## src/rtl/slcd_pkg.sv

```systemverilog
package slcd_pkg;

    localparam int LENGTH_WIDTH_DEF = 16;

    localparam int BYTE_W     = 8;
    localparam int STATUS_W   = 3;
    localparam int CFG_IDX_W  = 2;
    localparam int CFG_DATA_W = 16;
    localparam int SKIP_W     = 4;
    localparam int MAX_W      = 16;

    localparam logic [BYTE_W-1:0] SYNC_BYTE = 8'hA5;

    localparam logic [CFG_IDX_W-1:0] CFG_LINK_READY    = 2'd0;
    localparam logic [CFG_IDX_W-1:0] CFG_EXPECTED_TYPE = 2'd1;
    localparam logic [CFG_IDX_W-1:0] CFG_PREFIX_SKIP   = 2'd2;
    localparam logic [CFG_IDX_W-1:0] CFG_MAX_DATA      = 2'd3;

    localparam logic [BYTE_W-1:0] RST_EXPECTED_TYPE = 8'h44;
    localparam logic [SKIP_W-1:0] RST_PREFIX_SKIP   = 4'd4;
    localparam logic [MAX_W-1:0]  RST_MAX_DATA      = 16'd512;

    localparam logic [STATUS_W-1:0] ST_OK         = 3'd0;
    localparam logic [STATUS_W-1:0] ST_BAD_START  = 3'd1;
    localparam logic [STATUS_W-1:0] ST_WRONG_TYPE = 3'd2;
    localparam logic [STATUS_W-1:0] ST_TOO_SHORT  = 3'd3;
    localparam logic [STATUS_W-1:0] ST_MISMATCH   = 3'd4;

    typedef struct packed {
        logic               link_ready;
        logic [BYTE_W-1:0]  expected_type;
        logic [SKIP_W-1:0]  prefix_skip;
        logic [MAX_W-1:0]   max_data;
    } t_cfg;

    typedef struct packed {
        logic                is_status;
        logic [BYTE_W-1:0]   data_byte;
        logic [STATUS_W-1:0] status;
    } t_result;

endpackage

```

## src/rtl/slcd_rx_if.sv

```systemverilog
interface slcd_rx_if;
    logic                        valid;
    logic                        ready;
    logic [slcd_pkg::BYTE_W-1:0] rx_byte;

    modport source (output valid, output rx_byte, input ready);
    modport sink (input valid, input rx_byte, output ready);
endinterface

```

## src/rtl/slcd_res_if.sv

```systemverilog
interface slcd_res_if;
    logic                          valid;
    logic                          ready;
    logic                          is_status;
    logic [slcd_pkg::BYTE_W-1:0]   data_byte;
    logic [slcd_pkg::STATUS_W-1:0] status;

    modport source (output valid, output is_status, output data_byte, output status,
                    input ready);
    modport sink (input valid, input is_status, input data_byte, input status,
                  output ready);
endinterface

```

## src/rtl/slcd_cfg_regs.sv

```systemverilog
module slcd_cfg_regs (
    input  logic                              i_clk,
    input  logic                              i_rst_n,
    input  logic                              i_cfg_we,
    input  logic [slcd_pkg::CFG_IDX_W-1:0]    i_cfg_idx,
    input  logic [slcd_pkg::CFG_DATA_W-1:0]   i_cfg_data,
    output slcd_pkg::t_cfg                    o_cfg,
    output logic                              o_link_drop
);
    import slcd_pkg::*;

    t_cfg r_cfg;
    t_cfg n_cfg;

    always_comb begin
        n_cfg       = r_cfg;
        o_link_drop = 1'b0;
        if (i_cfg_we) begin
            unique case (i_cfg_idx)
                CFG_LINK_READY: begin
                    n_cfg.link_ready = i_cfg_data[0];
                    o_link_drop      = ~i_cfg_data[0];
                end
                CFG_EXPECTED_TYPE: n_cfg.expected_type = i_cfg_data[BYTE_W-1:0];
                CFG_PREFIX_SKIP:   n_cfg.prefix_skip   = i_cfg_data[SKIP_W-1:0];
                CFG_MAX_DATA:      n_cfg.max_data      = i_cfg_data[MAX_W-1:0];
                default: ;
            endcase
        end
    end

    always_ff @(posedge i_clk) begin
        if (!i_rst_n) begin
            r_cfg.link_ready    <= 1'b0;
            r_cfg.expected_type <= RST_EXPECTED_TYPE;
            r_cfg.prefix_skip   <= RST_PREFIX_SKIP;
            r_cfg.max_data      <= RST_MAX_DATA;
        end else begin
            r_cfg <= n_cfg;
        end
    end

    assign o_cfg = r_cfg;

endmodule

```

## src/rtl/slcd_parser.sv

```systemverilog
module slcd_parser #(
    parameter int LENGTH_WIDTH = slcd_pkg::LENGTH_WIDTH_DEF
) (
    input  logic                          i_clk,
    input  logic                          i_rst_n,
    input  slcd_pkg::t_cfg                i_cfg,
    input  logic                          i_link_drop,
    input  logic                          i_take,
    input  logic [slcd_pkg::BYTE_W-1:0]   i_byte,
    output logic                          o_push,
    output slcd_pkg::t_result             o_result
);
    import slcd_pkg::*;

    localparam int CMP_W = ((LENGTH_WIDTH > MAX_W) ? LENGTH_WIDTH : MAX_W) + 1;

    typedef enum logic [5:0] {
        PH_IDLE    = 6'b000001,
        PH_TYPE    = 6'b000010,
        PH_LEN_HI  = 6'b000100,
        PH_LEN_LO  = 6'b001000,
        PH_PAYLOAD = 6'b010000,
        PH_CHECK   = 6'b100000
    } t_phase;

    t_phase                  r_phase, n_phase;
    logic [BYTE_W-1:0]       r_sum, n_sum;
    logic [LENGTH_WIDTH-1:0] r_len, n_len;
    logic [LENGTH_WIDTH-1:0] r_cnt, n_cnt;

    logic [BYTE_W-1:0]       w_sum_b;
    logic [CMP_W-1:0]        w_cnt, w_skip, w_max, w_len, w_cnt_inc;
    logic [LENGTH_WIDTH-1:0] w_len_lo;
    logic                    w_emit;

    assign w_sum_b   = r_sum + i_byte;
    assign w_cnt     = CMP_W'(r_cnt);
    assign w_skip    = CMP_W'(i_cfg.prefix_skip);
    assign w_max     = CMP_W'(i_cfg.max_data);
    assign w_len     = CMP_W'(r_len);
    assign w_cnt_inc = w_cnt + CMP_W'(1);
    assign w_len_lo  = r_len | LENGTH_WIDTH'(i_byte);
    assign w_emit    = (w_cnt >= w_skip) && ((w_cnt - w_skip) < w_max);

    always_comb begin
        n_phase  = r_phase;
        n_sum    = r_sum;
        n_len    = r_len;
        n_cnt    = r_cnt;
        o_push   = 1'b0;
        o_result = '0;
        if (i_link_drop) begin
            n_phase = PH_IDLE;
            n_sum   = '0;
            n_len   = '0;
            n_cnt   = '0;
        end else if (i_take && i_cfg.link_ready) begin
            unique case (r_phase)
                PH_IDLE: begin
                    if (i_byte == SYNC_BYTE) begin
                        n_phase = PH_TYPE;
                        n_sum   = '0;
                        n_len   = '0;
                        n_cnt   = '0;
                    end else begin
                        o_push             = 1'b1;
                        o_result.is_status = 1'b1;
                        o_result.status    = ST_BAD_START;
                    end
                end
                PH_TYPE: begin
                    if (i_byte != i_cfg.expected_type) begin
                        n_phase            = PH_IDLE;
                        n_sum              = '0;
                        n_len              = '0;
                        n_cnt              = '0;
                        o_push             = 1'b1;
                        o_result.is_status = 1'b1;
                        o_result.status    = ST_WRONG_TYPE;
                    end else begin
                        n_sum   = i_byte;
                        n_phase = PH_LEN_HI;
                    end
                end
                PH_LEN_HI: begin
                    n_sum   = w_sum_b;
                    n_len   = LENGTH_WIDTH'({i_byte, 8'h00});
                    n_phase = PH_LEN_LO;
                end
                PH_LEN_LO: begin
                    n_sum   = w_sum_b;
                    n_len   = w_len_lo;
                    n_cnt   = '0;
                    n_phase = (w_len_lo == '0) ? PH_CHECK : PH_PAYLOAD;
                end
                PH_PAYLOAD: begin
                    n_sum = w_sum_b;
                    if (w_emit) begin
                        o_push             = 1'b1;
                        o_result.data_byte = i_byte;
                    end
                    n_cnt = w_cnt_inc[LENGTH_WIDTH-1:0];
                    if (w_cnt_inc >= w_len) begin
                        n_phase = PH_CHECK;
                    end
                end
                PH_CHECK: begin
                    o_push             = 1'b1;
                    o_result.is_status = 1'b1;
                    priority if (w_len < w_skip) begin
                        o_result.status = ST_TOO_SHORT;
                    end else if (w_sum_b != '0) begin
                        o_result.status = ST_MISMATCH;
                    end else begin
                        o_result.status = ST_OK;
                    end
                    n_phase = PH_IDLE;
                    n_sum   = '0;
                    n_len   = '0;
                    n_cnt   = '0;
                end
                default: begin
                    n_phase = PH_IDLE;
                    n_sum   = '0;
                    n_len   = '0;
                    n_cnt   = '0;
                end
            endcase
        end
    end

    always_ff @(posedge i_clk) begin
        if (!i_rst_n) begin
            r_phase <= PH_IDLE;
            r_sum   <= '0;
            r_len   <= '0;
            r_cnt   <= '0;
        end else begin
            r_phase <= n_phase;
            r_sum   <= n_sum;
            r_len   <= n_len;
            r_cnt   <= n_cnt;
        end
    end

endmodule

```

## src/rtl/slcd_out_fifo.sv

```systemverilog
module slcd_out_fifo (
    input  logic                i_clk,
    input  logic                i_rst_n,
    input  logic                i_push,
    input  slcd_pkg::t_result   i_result,
    output logic                o_full,
    output logic                o_valid,
    input  logic                i_ready,
    output slcd_pkg::t_result   o_result
);
    import slcd_pkg::*;

    t_result    r_mem [2];
    logic       r_wptr, r_rptr;
    logic [1:0] r_count;
    logic       w_pop;

    assign o_full   = (r_count == 2'd2);
    assign o_valid  = (r_count != 2'd0);
    assign o_result = r_mem[r_rptr];
    assign w_pop    = o_valid && i_ready;

    always_ff @(posedge i_clk) begin
        if (i_push) begin
            r_mem[r_wptr] <= i_result;
        end
    end

    always_ff @(posedge i_clk) begin
        if (!i_rst_n) begin
            r_wptr  <= 1'b0;
            r_rptr  <= 1'b0;
            r_count <= 2'd0;
        end else begin
            if (i_push) begin
                r_wptr <= ~r_wptr;
            end
            if (w_pop) begin
                r_rptr <= ~r_rptr;
            end
            r_count <= r_count + 2'(i_push) - 2'(w_pop);
        end
    end

endmodule

```

## src/rtl/sync_length_checksum_deframer_top.sv

```systemverilog
// Each result is registered in the result buffer before it is presented.
// Throughput: one byte per cycle unless the result buffer is full.
// A two-entry result buffer lets input continue while one result waits at the output.
// Reset: synchronous, active low; clears the parser to idle, empties the result
// buffer and loads register defaults (link not ready, type 0x44, skip 4, max 512).
module sync_length_checksum_deframer_top #(
    parameter int LENGTH_WIDTH = slcd_pkg::LENGTH_WIDTH_DEF
) (
    input  logic                            i_clk,
    input  logic                            i_rst_n,
    slcd_rx_if.sink                         i_rx,
    slcd_res_if.source                      o_res,
    input  logic                            i_cfg_we,
    input  logic [slcd_pkg::CFG_IDX_W-1:0]  i_cfg_idx,
    input  logic [slcd_pkg::CFG_DATA_W-1:0] i_cfg_data
);
    import slcd_pkg::*;

    t_cfg    w_cfg;
    logic    w_link_drop;
    logic    w_take;
    logic    w_push;
    logic    w_full;
    t_result w_push_res;
    t_result w_out_res;

    assign i_rx.ready = ~w_full;
    assign w_take     = i_rx.valid && ~w_full;

    slcd_cfg_regs u_cfg (
        .i_clk       (i_clk),
        .i_rst_n     (i_rst_n),
        .i_cfg_we    (i_cfg_we),
        .i_cfg_idx   (i_cfg_idx),
        .i_cfg_data  (i_cfg_data),
        .o_cfg       (w_cfg),
        .o_link_drop (w_link_drop)
    );

    slcd_parser #(
        .LENGTH_WIDTH (LENGTH_WIDTH)
    ) u_parser (
        .i_clk       (i_clk),
        .i_rst_n     (i_rst_n),
        .i_cfg       (w_cfg),
        .i_link_drop (w_link_drop),
        .i_take      (w_take),
        .i_byte      (i_rx.rx_byte),
        .o_push      (w_push),
        .o_result    (w_push_res)
    );

    slcd_out_fifo u_fifo (
        .i_clk    (i_clk),
        .i_rst_n  (i_rst_n),
        .i_push   (w_push),
        .i_result (w_push_res),
        .o_full   (w_full),
        .o_valid  (o_res.valid),
        .i_ready  (o_res.ready),
        .o_result (w_out_res)
    );

    assign o_res.is_status = w_out_res.is_status;
    assign o_res.data_byte = w_out_res.data_byte;
    assign o_res.status    = w_out_res.status;

endmodule

```

## src/flat_wrapper.sv

```systemverilog
// flat-port wrapper written by rule: the top's interface ports become plain ports
module sync_length_checksum_deframer_top_flat import slcd_pkg::*;
#(
    parameter int LENGTH_WIDTH = slcd_pkg::LENGTH_WIDTH_DEF
)
  (i_clk, i_rst_n, i_cfg_we, i_cfg_idx, i_cfg_data, i_rx_valid, i_rx_rx_byte, i_rx_ready, o_res_valid, o_res_is_status, o_res_data_byte, o_res_status, o_res_ready);
  slcd_rx_if i_rx_i ();
  slcd_res_if o_res_i ();
  input  logic i_clk;
  input  logic i_rst_n;
  input  logic i_cfg_we;
  input  logic [slcd_pkg::CFG_IDX_W-1:0] i_cfg_idx;
  input  logic [slcd_pkg::CFG_DATA_W-1:0] i_cfg_data;
  input wire logic [$bits(i_rx_i.valid)-1:0] i_rx_valid;
  input wire logic [$bits(i_rx_i.rx_byte)-1:0] i_rx_rx_byte;
  output wire logic [$bits(i_rx_i.ready)-1:0] i_rx_ready;
  output wire logic [$bits(o_res_i.valid)-1:0] o_res_valid;
  output wire logic [$bits(o_res_i.is_status)-1:0] o_res_is_status;
  output wire logic [$bits(o_res_i.data_byte)-1:0] o_res_data_byte;
  output wire logic [$bits(o_res_i.status)-1:0] o_res_status;
  input wire logic [$bits(o_res_i.ready)-1:0] o_res_ready;
  assign i_rx_i.valid = i_rx_valid;
  assign i_rx_i.rx_byte = i_rx_rx_byte;
  assign i_rx_ready = i_rx_i.ready;
  assign o_res_valid = o_res_i.valid;
  assign o_res_is_status = o_res_i.is_status;
  assign o_res_data_byte = o_res_i.data_byte;
  assign o_res_status = o_res_i.status;
  assign o_res_i.ready = o_res_ready;
  sync_length_checksum_deframer_top #(.LENGTH_WIDTH(LENGTH_WIDTH)) u_core (.i_clk(i_clk), .i_rst_n(i_rst_n), .i_rx(i_rx_i), .o_res(o_res_i), .i_cfg_we(i_cfg_we), .i_cfg_idx(i_cfg_idx), .i_cfg_data(i_cfg_data));
endmodule
```

## config.mk

```make
export PLATFORM = sky130hd
export DESIGN_NAME = sync_length_checksum_deframer_top_flat
export DESIGN_NICKNAME = d
export VERILOG_FILES = /design/src/rtl/slcd_pkg.sv /design/src/rtl/slcd_rx_if.sv /design/src/rtl/slcd_res_if.sv /design/src/rtl/slcd_cfg_regs.sv /design/src/rtl/slcd_parser.sv /design/src/rtl/slcd_out_fifo.sv /design/src/rtl/sync_length_checksum_deframer_top.sv /design/src/flat_wrapper.sv
export SDC_FILE = /design/constraint.sdc
export NUM_CORES = 1
export LEC_CHECK = 0
export BUFFER_PORTS_ARGS = -buffer_cell sky130_fd_sc_hd__buf_4
export CORE_MARGIN = 1
export CORE_UTILIZATION = 33
export DETAILED_ROUTE_END_ITERATION = 7
export SYNTH_ARGS = -nofsm -noshare
export SYNTH_HDL_FRONTEND = slang
export SYNTH_SLANG_ARGS = --single-unit
```

## constraint.sdc

```tcl
create_clock -name i_clk -period 5.8 [get_ports i_clk]
set_input_delay 0.29 -clock i_clk [delete_from_list [all_inputs] [get_ports i_clk]]
set_output_delay 0.29 -clock i_clk [all_outputs]
set_load 0.01 [all_outputs]
```

* After elaboration in Yosys (flattened, before gate mapping)
Memories as Yosys holds them, arrays and structs flattened. A register that Yosys moved wholly into a read port is not among the register bits. Index checks and enable logic that the tools add are counted.
Storage, ports and cells: bits in registers 79, RAM bits 24, input port bits 31, output and inout port bits 14, memories 1
Memories:
- u_core.u_fifo.r_mem | words 2, width 12, rd ports 1, clocked after Yosys merged registers in 1, wr ports 1, RTL line slcd_out_fifo.sv:13 | t_result r_mem [2];
Cells by class: add/subtract/negate cells 5, magnitude comparators 4, equal/unequal tests 15, multiplexer cells 34, bitwise operators 8, reductions and logical operators 18
Operators with widths (count):
- case mux 16 bit (5 select lines) | 1
- case mux 16 bit (4 select lines) | 1
- 2-to-1 mux 16 bit | 2
- 2-to-1 mux 8 bit | 4
- case mux 6 bit (5 select lines) | 1
- 2-to-1 mux 12 bit | 2
- case mux 8 bit (3 select lines) | 1
- 2-to-1 mux 6 bit | 3
- adder 16 x 1 -> 17 bit (second input constant) | 1
- greater-or-equal comparator 17 x 16 -> 1 bit | 1
- less-than comparator 17 x 16 -> 1 bit | 1
- subtractor 16 x 4 -> 17 bit | 1
- greater-or-equal comparator 16 x 4 -> 1 bit | 1
- zero test 16 bit | 1
- less-than comparator 16 x 4 -> 1 bit | 1
- OR 16 x 8 -> 16 bit | 1
- 2-to-1 mux 1 bit | 12
- AND reduction 2 bit | 5
- 2-to-1 mux 3 bit | 3
- case mux 3 bit (3 select lines) | 1
- adder 8 bit | 1
- equality test 8 bit (second input constant) | 1
- inequality test 8 bit | 1
- AND reduction 4 bit | 2
- 22 further kinds | 35

* Depth between registers and ports, before layout
Gate-level depths: netlist of run 1.
depth after elaboration 9, mapped depth 19, depth with buffers taken out 19

* Hierarchy
From an unflattened synthesis of run 1, not the netlist that was laid out.
Second synthesis, totals: cells, all modules 704, area total of the unflattened synthesis 6414.9 µm²
By module, submodules not included:
- slcd_parser | instances 1, cells an instance 523, area each 4125.2 µm², sequential area each 920.9 µm²
- slcd_cfg_regs | instances 1, cells an instance 119, area each 1171.1 µm², sequential area each 580.6 µm²
- slcd_out_fifo | instances 1, cells an instance 60, area each 1108.6 µm², sequential area each 820.8 µm²
- sync_length_checksum_deframer_top | instances 1, cells an instance 2, area each 10.0 µm², sequential area each 0.0 µm²

* Worst setup path after synthesis of run 1
Ideal clock, no wire load.
path type flip-flop to flip-flop, start point register u_core.u_parser.r_cnt[0], end point memory u_core.u_fifo.r_mem[0][0] in the netlist's numbering (enable), arrival time 3661 ps, required time 5418 ps, slack 1757 ps, stages on the path, launching flop included 16, cell sequence dfxtp_1 > inv_1 > ha_1 > fa_1 > nor2b_1 > o21ai_0 > nand2_1 > nor2_1 > or2_2 > ha_1 > a21oi_1 > o21ai_0 > a211oi_1 > o41ai_1 > o41ai_2 > nor2b_1
Between the ends: cells in the longest elaborated chain, start to end 9, elaborated cells between the ends (all ways) 10, those cells by class add/sub (1); order compare (2); mux (6); reduce/logical (1)
RTL lines:
- from (decl) | RTL line slcd_parser.sv:29 | logic [LENGTH_WIDTH-1:0] r_cnt, n_cnt;
- from (signal assigned) | RTL line slcd_parser.sv:142 | r_cnt <= n_cnt;
- subtractor 16 x 4 -> 17 bit | RTL line slcd_parser.sv:43 | assign w_emit = (w_cnt >= w_skip) && ((w_cnt - w_skip) < w_max);
- less-than comparator 17 x 16 -> 1 bit | RTL line slcd_parser.sv:43
- logical AND 1 bit * | RTL line slcd_parser.sv:43
- 2-to-1 mux 1 bit * | RTL line slcd_parser.sv:98 | if (w_emit) begin
- case mux 1 bit (4 select lines) * | RTL line slcd_parser.sv:58 | unique case (r_phase)
- 2-to-1 mux 1 bit * | RTL line slcd_parser.sv:57 | end else if (i_take && i_cfg.link_ready) begin
- 2-to-1 mux 1 bit * | RTL line slcd_parser.sv:52 | if (i_link_drop) begin
- 2-to-1 mux 1 bit * | RTL line slcd_out_fifo.sv:24 | if (i_push) begin
- 2-to-1 mux 1 bit (implied by the code) * | RTL line slcd_out_fifo.sv:25 | r_mem[r_wptr] <= i_result;
- to (decl) | RTL line slcd_out_fifo.sv:13
Every way passes the cells marked *; elsewhere a longest branch is shown, timed or not.

* Final worst setup path of run 1
start point register u_core.u_parser.r_cnt[0], end point memory u_core.u_fifo.r_mem[1][5] in the netlist's numbering (enable)
Same word-level chain as after synthesis.

==> impl_metrics.json, run 1 <==
{
  "max_stage_delay_ps": 580,
  "cts_buffers": 9,
  "finalMaxSlewViolations": 0,
  "power.density_nw_per_um2": 225,
  "p_sw_share_pct": 27.5,
  "period_share_pct": 75.0,
  "ir_drop_uv": 182,
  "slew_headroom_pct": 32.6,
  "p_leak_nw": 2.93,
  "pwr-share-seq_pct": 47.9,
  "core_um2": 19000,
  "start_util_pct": 34.2,
  "setup_tns_ps": 0,
  "ys.flop_type": "dfxtp_1",
  "tightest_slew_ps": 1010,
  "gp_congestion": 0.821,
  "synth_edf_count": 24,
  "grt-ovfl-total": 0,
  "routed_wl_um": 15400,
  "cts_buffer_depth": 2,
  "clockRootBuffer": "clkbuf_16",
  "synthDistinctLibCells": 77,
  "path_cells": "inv_1 -> ha_1 -> fa_1 -> nor2b_1 -> o21ai_0 -> nand2_1 -> nor2_1 -> or2_2 -> ha_1 -> a21oi_1 -> o21ai_0 -> a211oi_1 -> o41ai_1 -> o41ai_2 -> and2_1",
  "syn-cell-area_um2": 6490,
  "hold_viol": 0,
  "status": "complete, no violations",
  "regArea_um2": 2320,
  "internal-power_mw": 1.19,
  "slowest_stage": "and2_1",
  "dp.cells": 996,
  "portBuffers": 44,
  "area_growth_pct": 11.8,
  "synth_cells": 725,
  "worst_slack_ps": 1450,
  "clkPwrFrac_pct": 38.2,
  "cts_max_level": 3,
  "path_delay_family": "compound AO/OA/AOI/OAI gates",
  "synth_simple_gate_area_share_pct": 22.0,
  "ys_seq_area_share_pct": 35.8,
  "final_antenna_net_count": 0,
  "synth_top_area_share_pct": 24.7,
  "path_buf_inv": 1,
  "die_x_um": 142,
  "drtPass1Iterations": 5,
  "die_y_um": 142,
  "comb_power_share_pct": 13.9,
  "switching_power_uw": 449,
  "ys_ff_latch": 104,
  "grt_pass1_vias": 4860,
  "cts.clk_slew.worst_paths_ps": 80,
  "drcViolationCount": 0,
  "cap_violations": 0,
  "ys_top_cells_by_area": "dfxtp_1 (25%), edfxtp_1 (11%), ha_1 (9.2%), xnor2_1 (3.9%), nand2_1 (3.9%)",
  "cts.sinks": 104,
  "grt_max_degree": 37,
  "synthMuxAreaShare_pct": 5.16,
  "multi_input_area_um2": 3750,
  "async_flop_share_pct": 0,
  "synth_top_family_by_area": "simple AND/OR/NAND/NOR gates",
  "drtIter0Drc": 267,
  "post_drt_wl_per_cell_um": 15.2,
  "vias": 5062,
  "fmaxAchievable_ghz": 0.230,
  "rows": 50,
  "cts_tree": "yes",
  "dp_hpwl_um": 11300,
  "yosysTopAreaCell": "dfxtp_1",
  "cts_resized": 0,
  "avgSynthCellArea_um2": 8.96,
  "synth_xor_area_share_pct": 6.34,
  "endpoint_kind": "register",
  "via_per_inst": 5.00,
  "insertion_delay_ps": 360,
  "skew_ps": 14.3,
  "layout.cells.non_filler": 1012,
  "antenna_cells": 0,
  "synth_compound_gate_area_share_pct": 14.4,
  "start_kind": "register",
  "grt_first_pass_wirelength_um": 25400,
  "grt_util_all_layers_pct": 16.1,
  "antenna_found_initial": 0,
  "fillers": 1999,
  "postCtsSetupRepairBufs": 0,
  "setup_viol": 0,
  "critical_path_class": "reg -> reg",
  "cts_hold_buf": 0,
  "final_cell_area_um2": 7260,
  "crit_required_ps": 5800,
  "die_area_um2": 20200,
  "yosysMostFrequentCell": "dfxtp_1",
  "drive_gt1_share_pct": 14.0,
  "min_path_type": "in -> reg",
  "synth_common_cells": "dfxtp_1 (80), nand2_1 (67), nor2_1 (62)",
  "period_minus_slack_ps": 4350,
  "syn-num-nets": 806,
  "placed_area_um2": 6950,
  "rsz0062_at_grt": "no",
  "cp.arrival_ps": 4350,
  "synth_adder_area_share_pct": 9.86,
  "final_nets": 828,
  "dpl_worst_slack_ps": 1410,
  "ios": 45,
  "power_mw": 1.64,
  "path_max_fanout": 12,
  "yosysWarnings": 0
}
-- power groups by stage --
stage	Clock, mW	Combinational [mW]	Sequential (mW)
5_1_grt	0.669	0.250	0.787
3_5_place_dp	0	0.228	0.801
4_1_cts	0.639	0.230	0.784
6_report	0.625	0.227	0.783
3_3_place_gp	0	0.227	0.801
2_1_floorplan	0	0.149	0.785
-- sequential cells by signal, summed over array words and instances, names as in the netlist, named ones only --
signal                   cells
u_core.u_cfg.o_cfg          29
u_core.u_parser.r_cnt       16
u_core.u_fifo.r_rptr         1
u_core.u_fifo.r_mem         24
u_core.u_parser.r_sum        8
u_core.u_fifo.r_wptr         1
u_core.u_fifo.r_count        2
u_core.u_parser.r_len       16
u_core.u_parser.r_phase      6
-- cells by family after synthesis --
kind of cell,count (synthesis)
flops,104
simple gates,265
buf+inv,90
mux,32
compound gates,137
fa+ha+maj,50
xor+xnor,47
-- placed cells by master, fill, tap and decap left out, drive strengths merged, types with 10 or more instances in the layout --
master	netlist	routed
inv	53	56
xnor2	29	29
nand2	69	69
xor2	18	18
a21oi	37	37
nor4	10	10
nand3b	11	11
mux2	12	12
o21ai	27	27
mux2i	20	20
nand3	22	22
nor3	15	15
dfxtp	80	80
nor2b	19	19
nor2	62	62
edfxtp	24	24
buf	14	47
nand4	10	10
ha	48	48
a21boi	15	15
a21o	10	10
-- final cells by class --
cell class	instances	area share, %
Multi-Input combinational cell	531	51.7
Sequential cell	104	32.0
Timing Repair Buffer	47	4.86
Tap cell	260	4.48
Clock buffer	9	3.10
Inverter	54	2.79
Clock inverter	7	1.12
-- layer usage --
layer | wire, um | global-route usage (%) | part of all wire, %
met3 | 493 | 2.19 | 3.2
met4 | 185 | 4.75 | 1.2
met5 | 0 | 0 | 0
met2 | 7030 | 25.7 | 46
met1 | 7680 | 22.4 | 50
-- per-stage QoR --
stage	hold slack (ps)	util, %
floorplan	415	-
global placement	451	36.6
detailed placement	456	36.6
CTS	155	38.2
global route	172	38.2
finish	161	38.2
-- path summary, 6_finish.rpt --
| path | slack, ps | depth (start not counted) | end | from |
|---|---|---|---|---|
| worst max-delay path | 1450 | 15 | u_core.u_fifo.r_mem[1][5] | u_core.u_parser.r_cnt[0] |
| worst min-delay path | 160 | 3 | u_core.u_cfg.o_cfg[9] | i_cfg_data[9] |
| worst max register to register | 1450 | 15 | u_core.u_fifo.r_mem[1][5] | u_core.u_parser.r_cnt[0] |
| worst min register to register | 460 | 2 | u_core.u_cfg.o_cfg[6] | u_core.u_cfg.o_cfg[6] |
-- worst register-to-register path: stages, from the launching register on --
cell and delay (ps):
dfxtp_1 380, inv_1 90, ha_1 230, fa_1 410, nor2b_1 130, o21ai_0 130, nand2_1 180, nor2_1 100
or2_2 280, ha_1 290, a21oi_1 140, o21ai_0 100, a211oi_1 250, o41ai_1 170, o41ai_2 530, and2_1 580
Note: power is estimated with default switching activity, not from simulation.
==> inputs of run 2 (changes only) <==
==> constraint.sdc (replaced) <==
create_clock -name i_clk -period 4.3 [get_ports i_clk]
set_input_delay 0.215 -clock i_clk [delete_from_list [all_inputs] [get_ports i_clk]]
set_output_delay 0.215 -clock i_clk [all_outputs]
set_load 0.01 [all_outputs]
==> run 2 against run 1 <==
Net effect:
- power up 36%
- clock skew down 5.6 ps
- setup slack worse by 1100 ps
- critical path depth unchanged
- first-iteration DRC count up 63%
- maximum frequency up 11%
- register-to-register slack worse by 1100 ps
- clock power up 36%
- hold slack worse by 68 ps
- combinational power up 37%
- largest cell class unchanged
- highest routed layer unchanged
==> impl_metrics.json, run 2 (synthesized netlist as in run 1, its figures left out) <==
{
  "ir_drop_uv": 214,
  "drtIter0Drc": 435,
  "drcViolationCount": 0,
  "tightest_slew_ps": 956,
  "dp_hpwl_um": 11800,
  "setup_tns_ps": 0,
  "cts_resized": 0,
  "power_mw": 2.22,
  "grt_pass1_vias": 4875,
  "critical_path_class": "reg -> reg",
  "worst_slack_ps": 373,
  "drtPass1Iterations": 5,
  "fmaxAchievable_ghz": 0.255,
  "rows": 50,
  "area_growth_pct": 12.9,
  "cts_tree": "yes",
  "multi_input_area_um2": 3750,
  "antenna_found_initial": 0,
  "min_path_type": "in -> reg",
  "cts.clk_slew.worst_paths_ps": 80,
  "grt-ovfl-total": 0,
  "dpl_worst_slack_ps": 150,
  "start_kind": "register",
  "die_area_um2": 20200,
  "cap_violations": 0,
  "path_max_fanout": 8,
  "cts_buffers": 9,
  "crit_required_ps": 4510,
  "grt_max_degree": 37,
  "portBuffers": 44,
  "power.density_nw_per_um2": 303,
  "cts_buffer_depth": 2,
  "hold_viol": 0,
  "final_common_cell": "dfxtp_1",
  "grt_util_all_layers_pct": 16.6,
  "final_cell_area_um2": 7330,
  "ios": 45,
  "largest_reg_flops": 29,
  "final_cell_mix": "dfxtp_1 (80), nand2_1 (67), nor2_1 (62)",
  "die_x_um": 142,
  "cp.arrival_ps": 4140,
  "setup_viol": 0,
  "routed_wl_um": 15900,
  "period_minus_slack_ps": 3930,
  "via_per_inst": 5.12,
  "rsz0062_at_grt": "no",
  "die_y_um": 142,
  "cts.sinks": 104,
  "period_share_pct": 91.3,
  "clockRootBuffer": "clkbuf_16",
  "post_drt_wl_per_cell_um": 15.6,
  "skew_ps": 8.76,
  "insertion_delay_ps": 370,
  "postCtsSetupRepairBufs": 0,
  "start_util_pct": 34.2,
  "placed_area_um2": 7010,
  "final_nets": 837,
  "grt_first_pass_wirelength_um": 26000,
  "vias": 5232,
  "endpoint_kind": "register",
  "finalMaxSlewViolations": 0,
  "antenna_cells": 0,
  "p_leak_nw": 2.97,
  "cts_max_level": 3,
  "gp_congestion": 0.838,
  "slew_headroom_pct": 36.0,
  "cts_hold_buf": 0,
  "final_antenna_net_count": 0,
  "regArea_um2": 2320,
  "core_um2": 19000,
  "drive_gt1_share_pct": 15.0,
  "status": "complete, no violations",
  "fillers": 1959
}
[run 2: changes by cell type in the layout (fill, tap and decap cells not counted), sizes merged]
cell,change
clkinv,-1
clkinvlp,+1
buf,+9
[run 2: path summary, 6_finish.rpt]
| kind | cells after the start | from | endpoint | slack (ps) |
|---|---|---|---|---|
| setup / recovery | 15 | u_core.u_parser.r_cnt[0] | u_core.u_fifo.r_mem[1][10] | 370 |
| hold reg to reg | 2 | u_core.u_cfg.o_cfg[4] | u_core.u_cfg.o_cfg[4] | 460 |
| setup reg to reg | 15 | u_core.u_parser.r_cnt[0] | u_core.u_fifo.r_mem[1][10] | 370 |
| hold / removal | 3 | i_cfg_data[9] | u_core.u_cfg.o_cfg[9] | 90 |
[run 2: where the power goes]
part	total [mW]	switching [mW]	internal [mW]	leakage, nW
Clock	0.851	0.435	0.416	0.147
Sequential	1.06	0.0342	1.02	0.843
Combinational	0.311	0.149	0.162	1.98
Total	2.22	0.618	1.60	2.97
[run 2: final cells by class]
class                      instances  share of cell area, %
inverter                          54                   2.76
multi-input combinational        531                   51.2
clock buffer                       9                   3.07
sequential                       104                   31.7
timing repair buffer              56                   5.73
clock inverter                     7                   1.16
tap                              260                   4.44
[run 2: worst max-delay path, cell delays in order (launching register included)]
cell and delay [ps]:
dfxtp_1 390, inv_1 100, ha_1 230, fa_1 400
nor2b_1 120, o21ai_0 120, nand2_1 160, nor2_1 90
or2_2 280, ha_1 290, a21oi_1 130, o21ai_0 110
a211oi_1 240, o41ai_1 170, or4_1 750, nor2_1 190
[run 2: routing by layer]
metal,wire [um],part of all wire [%],global-route usage [%],up-vias
met4,209,1.3,5.26,0
li1,-,-,-,2612
met1,7700,48,22.7,2483
met2,7340,46,26.4,122
met5,0,0,0,-
met3,689,4.3,2.83,15
[run 2: stage by stage]
step	hold slack (ps)	utilization, %	std cells
after floorplan	340	-	725
after global placement	451	36.8	1003
after detailed placement	458	36.8	1003
after CTS	84.7	38.5	1019
after global routing	86.0	38.5	1021
final	92.9	38.5	1021
==> inputs of run 3 (changes only) <==
--- a/config.mk
+++ b/config.mk
@@ -6,9 +6,11 @@
 export NUM_CORES = 1
 export LEC_CHECK = 0
 export BUFFER_PORTS_ARGS = -buffer_cell sky130_fd_sc_hd__buf_4
+export CORE_ASPECT_RATIO = 0.8
 export CORE_MARGIN = 1
 export CORE_UTILIZATION = 33
 export DETAILED_ROUTE_END_ITERATION = 7
+export GPL_TIMING_DRIVEN = 0
 export SYNTH_ARGS = -nofsm -noshare
 export SYNTH_HDL_FRONTEND = slang
 export SYNTH_SLANG_ARGS = --single-unit
==> constraint.sdc (replaced) <==
create_clock -name i_clk -period 3.62 [get_ports i_clk]
set_input_delay 0.181 -clock i_clk [delete_from_list [all_inputs] [get_ports i_clk]]
set_output_delay 0.181 -clock i_clk [all_outputs]
set_load 0.01 [all_outputs]
==> run 3 against run 2 <==
Net effect:
- the flow now finishes with violations (negative setup slack)
- final cell count is 3.5% higher
- utilization is 2.4 points higher
- die area hardly changed
- via count is 3.4% higher
==> impl_metrics.json, run 3 (synthesized netlist as in run 1, its figures left out) <==
{
  "cp.arrival_ps": 3750,
  "clockRootBuffer": "clkbuf_16",
  "slowest_stage": "dfxtp_4",
  "final_cell_area_um2": 7850,
  "die_x_um": 159,
  "status": "finished with violations",
  "start_kind": "register",
  "min_path_type": "in -> reg",
  "final_nets": 875,
  "final_antenna_net_count": 0,
  "finalMaxSlewViolations": 0,
  "setup_viol": 13,
  "die_area_um2": 20300,
  "cts_tree": "yes",
  "cts_buffer_depth": 2,
  "fin_util_pct": 41.0,
  "grt_util_all_layers_pct": 16.9,
  "largest_reg_flops": 29,
  "cts_buffers": 9,
  "via_per_inst": 5.12,
  "r2r-start": "u_core.u_parser.r_cnt[2]",
  "fillers": 1965,
  "grt-ovfl-total": 0,
  "power.density_nw_per_um2": 334,
  "final_common_cell": "dfxtp_1",
  "layout.cells.non_filler": 1057,
  "endpoint_kind": "register",
  "tightest_slew_ps": 855,
  "ios": 45,
  "rows": 45,
  "dp.cells": 1025,
  "area_growth_pct": 20.8,
  "rsz0062_at_grt": "yes",
  "hold_end": "u_core.u_cfg.o_cfg[9]",
  "path_buf_inv": 1,
  "antenna_found_initial": 0,
  "drtPass1Iterations": 5,
  "power_mw": 2.62,
  "setup_tns_ps": -326,
  "post_drt_wl_per_cell_um": 15.9,
  "path_cells": "ha_4 -> nor2b_2 -> o21ai_2 -> nand2_2 -> or3_4 -> xnor2_2 -> ha_1 -> a21oi_2 -> o21ai_2 -> a211oi_2 -> o41ai_4 -> o41ai_4 -> nor2b_4 -> clkbuf_16",
  "cts_max_level": 3,
  "die_y_um": 127,
  "cts.clk_slew.worst_paths_ps": 80,
  "grt_pass1_vias": 5050,
  "path_max_fanout": 7,
  "fin_hold_ws_ps": 37.3,
  "slew_headroom_pct": 42.7,
  "cap_violations": 0,
  "start_util_pct": 33.9,
  "antenna_cells": 0,
  "skew_ps": 12.1,
  "period_share_pct": 101,
  "ir_drop_uv": 255,
  "violations": "negative setup slack",
  "path_delay_family": "compound AO/OA/AOI/OAI gates",
  "max_stage_delay_ps": 380,
  "vias": 5412,
  "multi_input_area_um2": 4010,
  "r2r_setup_slack_ps": -50,
  "cts.sinks": 104,
  "grt_max_degree": 19,
  "grt_first_pass_wirelength_um": 27000,
  "placed_area_um2": 7150,
  "gp_congestion": 0.847,
  "dpl_worst_slack_ps": -601,
  "routed_wl_um": 16800,
  "insertion_delay_ps": 370,
  "final_cell_mix": "dfxtp_1 (74), nand2_1 (66), buf_4 (57)",
  "reg2regPathDepth": 14,
  "core_um2": 19100,
  "p_leak_nw": 3.14,
  "worst_slack_ps": -47.0,
  "holdPathStages": 3,
  "drcViolationCount": 0,
  "regArea_um2": 2330,
  "critical_path_class": "reg -> reg",
  "r2r-end": "u_core.u_fifo.r_mem[0][11]",
  "fmaxAchievable_ghz": 0.273,
  "drtIter0Drc": 407,
  "dp_hpwl_um": 12300,
  "period_minus_slack_ps": 3670,
  "drive_gt1_share_pct": 22.7,
  "portBuffers": 42,
  "holdCritStartpoint": "i_cfg_data[9]",
  "crit_required_ps": 3710,
  "hold_viol": 0
}
## run 3: changes by cell type in the layout (fill, tap and decap cells not counted), moves of 5 or more
cell / before / now
clkbuf_1: 0 / 16
buf_6: 0 / 7
ha_1: 48 / 43
buf_2: 0 / 5
dfxtp_1: 80 / 74
nor2_2: 0 / 9
ha_4: 0 / 5
nor2_1: 62 / 52
## run 3: what timing repair did
| item | in CTS | in global routing |
|---|---|---|
| pin swaps | 9 | 13 |
| setup endpoints to repair | 43 | 49 |
| cloned | 1 | 1 |
| resized for setup | 44 | 21 |
| hold buffers | 0 | 0 |
| setup buffers | 11 | 5 |
## run 3: final cells by class
type,count,share of cell area [%]
clock inverters,7,0.702
repair buffers,59,6.12
inverters,54,2.58
plain buffers,34,2.79
well taps,258,4.11
clock buffers,9,2.87
flip-flops and latches,104,29.8
multi-input cells,532,51.1
## run 3: routing by layer
metal / track usage, % / up-vias / wire length (um)
li1: - / 2682 / -
met1: 24.5 / 2582 / 8560
met4: 4.41 / 0 / 158
met3: 3.02 / 11 / 863
met5: 0 / - / 0
met2: 25.8 / 137 / 7240
## run 3: worst max-delay path by stage
stage / from / to / depth (start not counted)
4_1_cts: u_core.u_parser.r_cnt[1] / u_core.u_fifo.r_mem[1][4] / 14
3_3_place_gp: u_core.u_parser.r_cnt[0] / u_core.u_fifo.r_mem[0][3] / 15
2_1_floorplan: u_core.u_cfg.o_cfg[17] / u_core.u_fifo.r_mem[0][0] / 13
5_1_grt: u_core.u_cfg.o_cfg[17] / u_core.u_fifo.r_mem[0][11] / 14
3_5_place_dp: u_core.u_parser.r_cnt[0] / u_core.u_fifo.r_mem[0][3] / 15
6_report: u_core.u_parser.r_cnt[2] / u_core.u_fifo.r_mem[0][11] / 14
## run 3: worst reg2reg max path: cells and delay by family, from the launching register on
kind / cells / cell delay [ps]
xor gates and xnor gates: 1 / 140
AOI/OAI and AO/OA: 6 / 1140
adders and majority gates: 2 / 600
DFF: 1 / 380
and+or+nand+nor: 4 / 920
buffers and inverters: 1 / 200
## run 3: power breakdown
group	switching, mW	internal, mW	leakage (nW)	total, mW
combinational	0.208	0.215	2.17	0.423
clock	0.485	0.473	0.128	0.958
sequential	0.0226	1.21	0.846	1.24
total	0.715	1.90	3.14	2.62
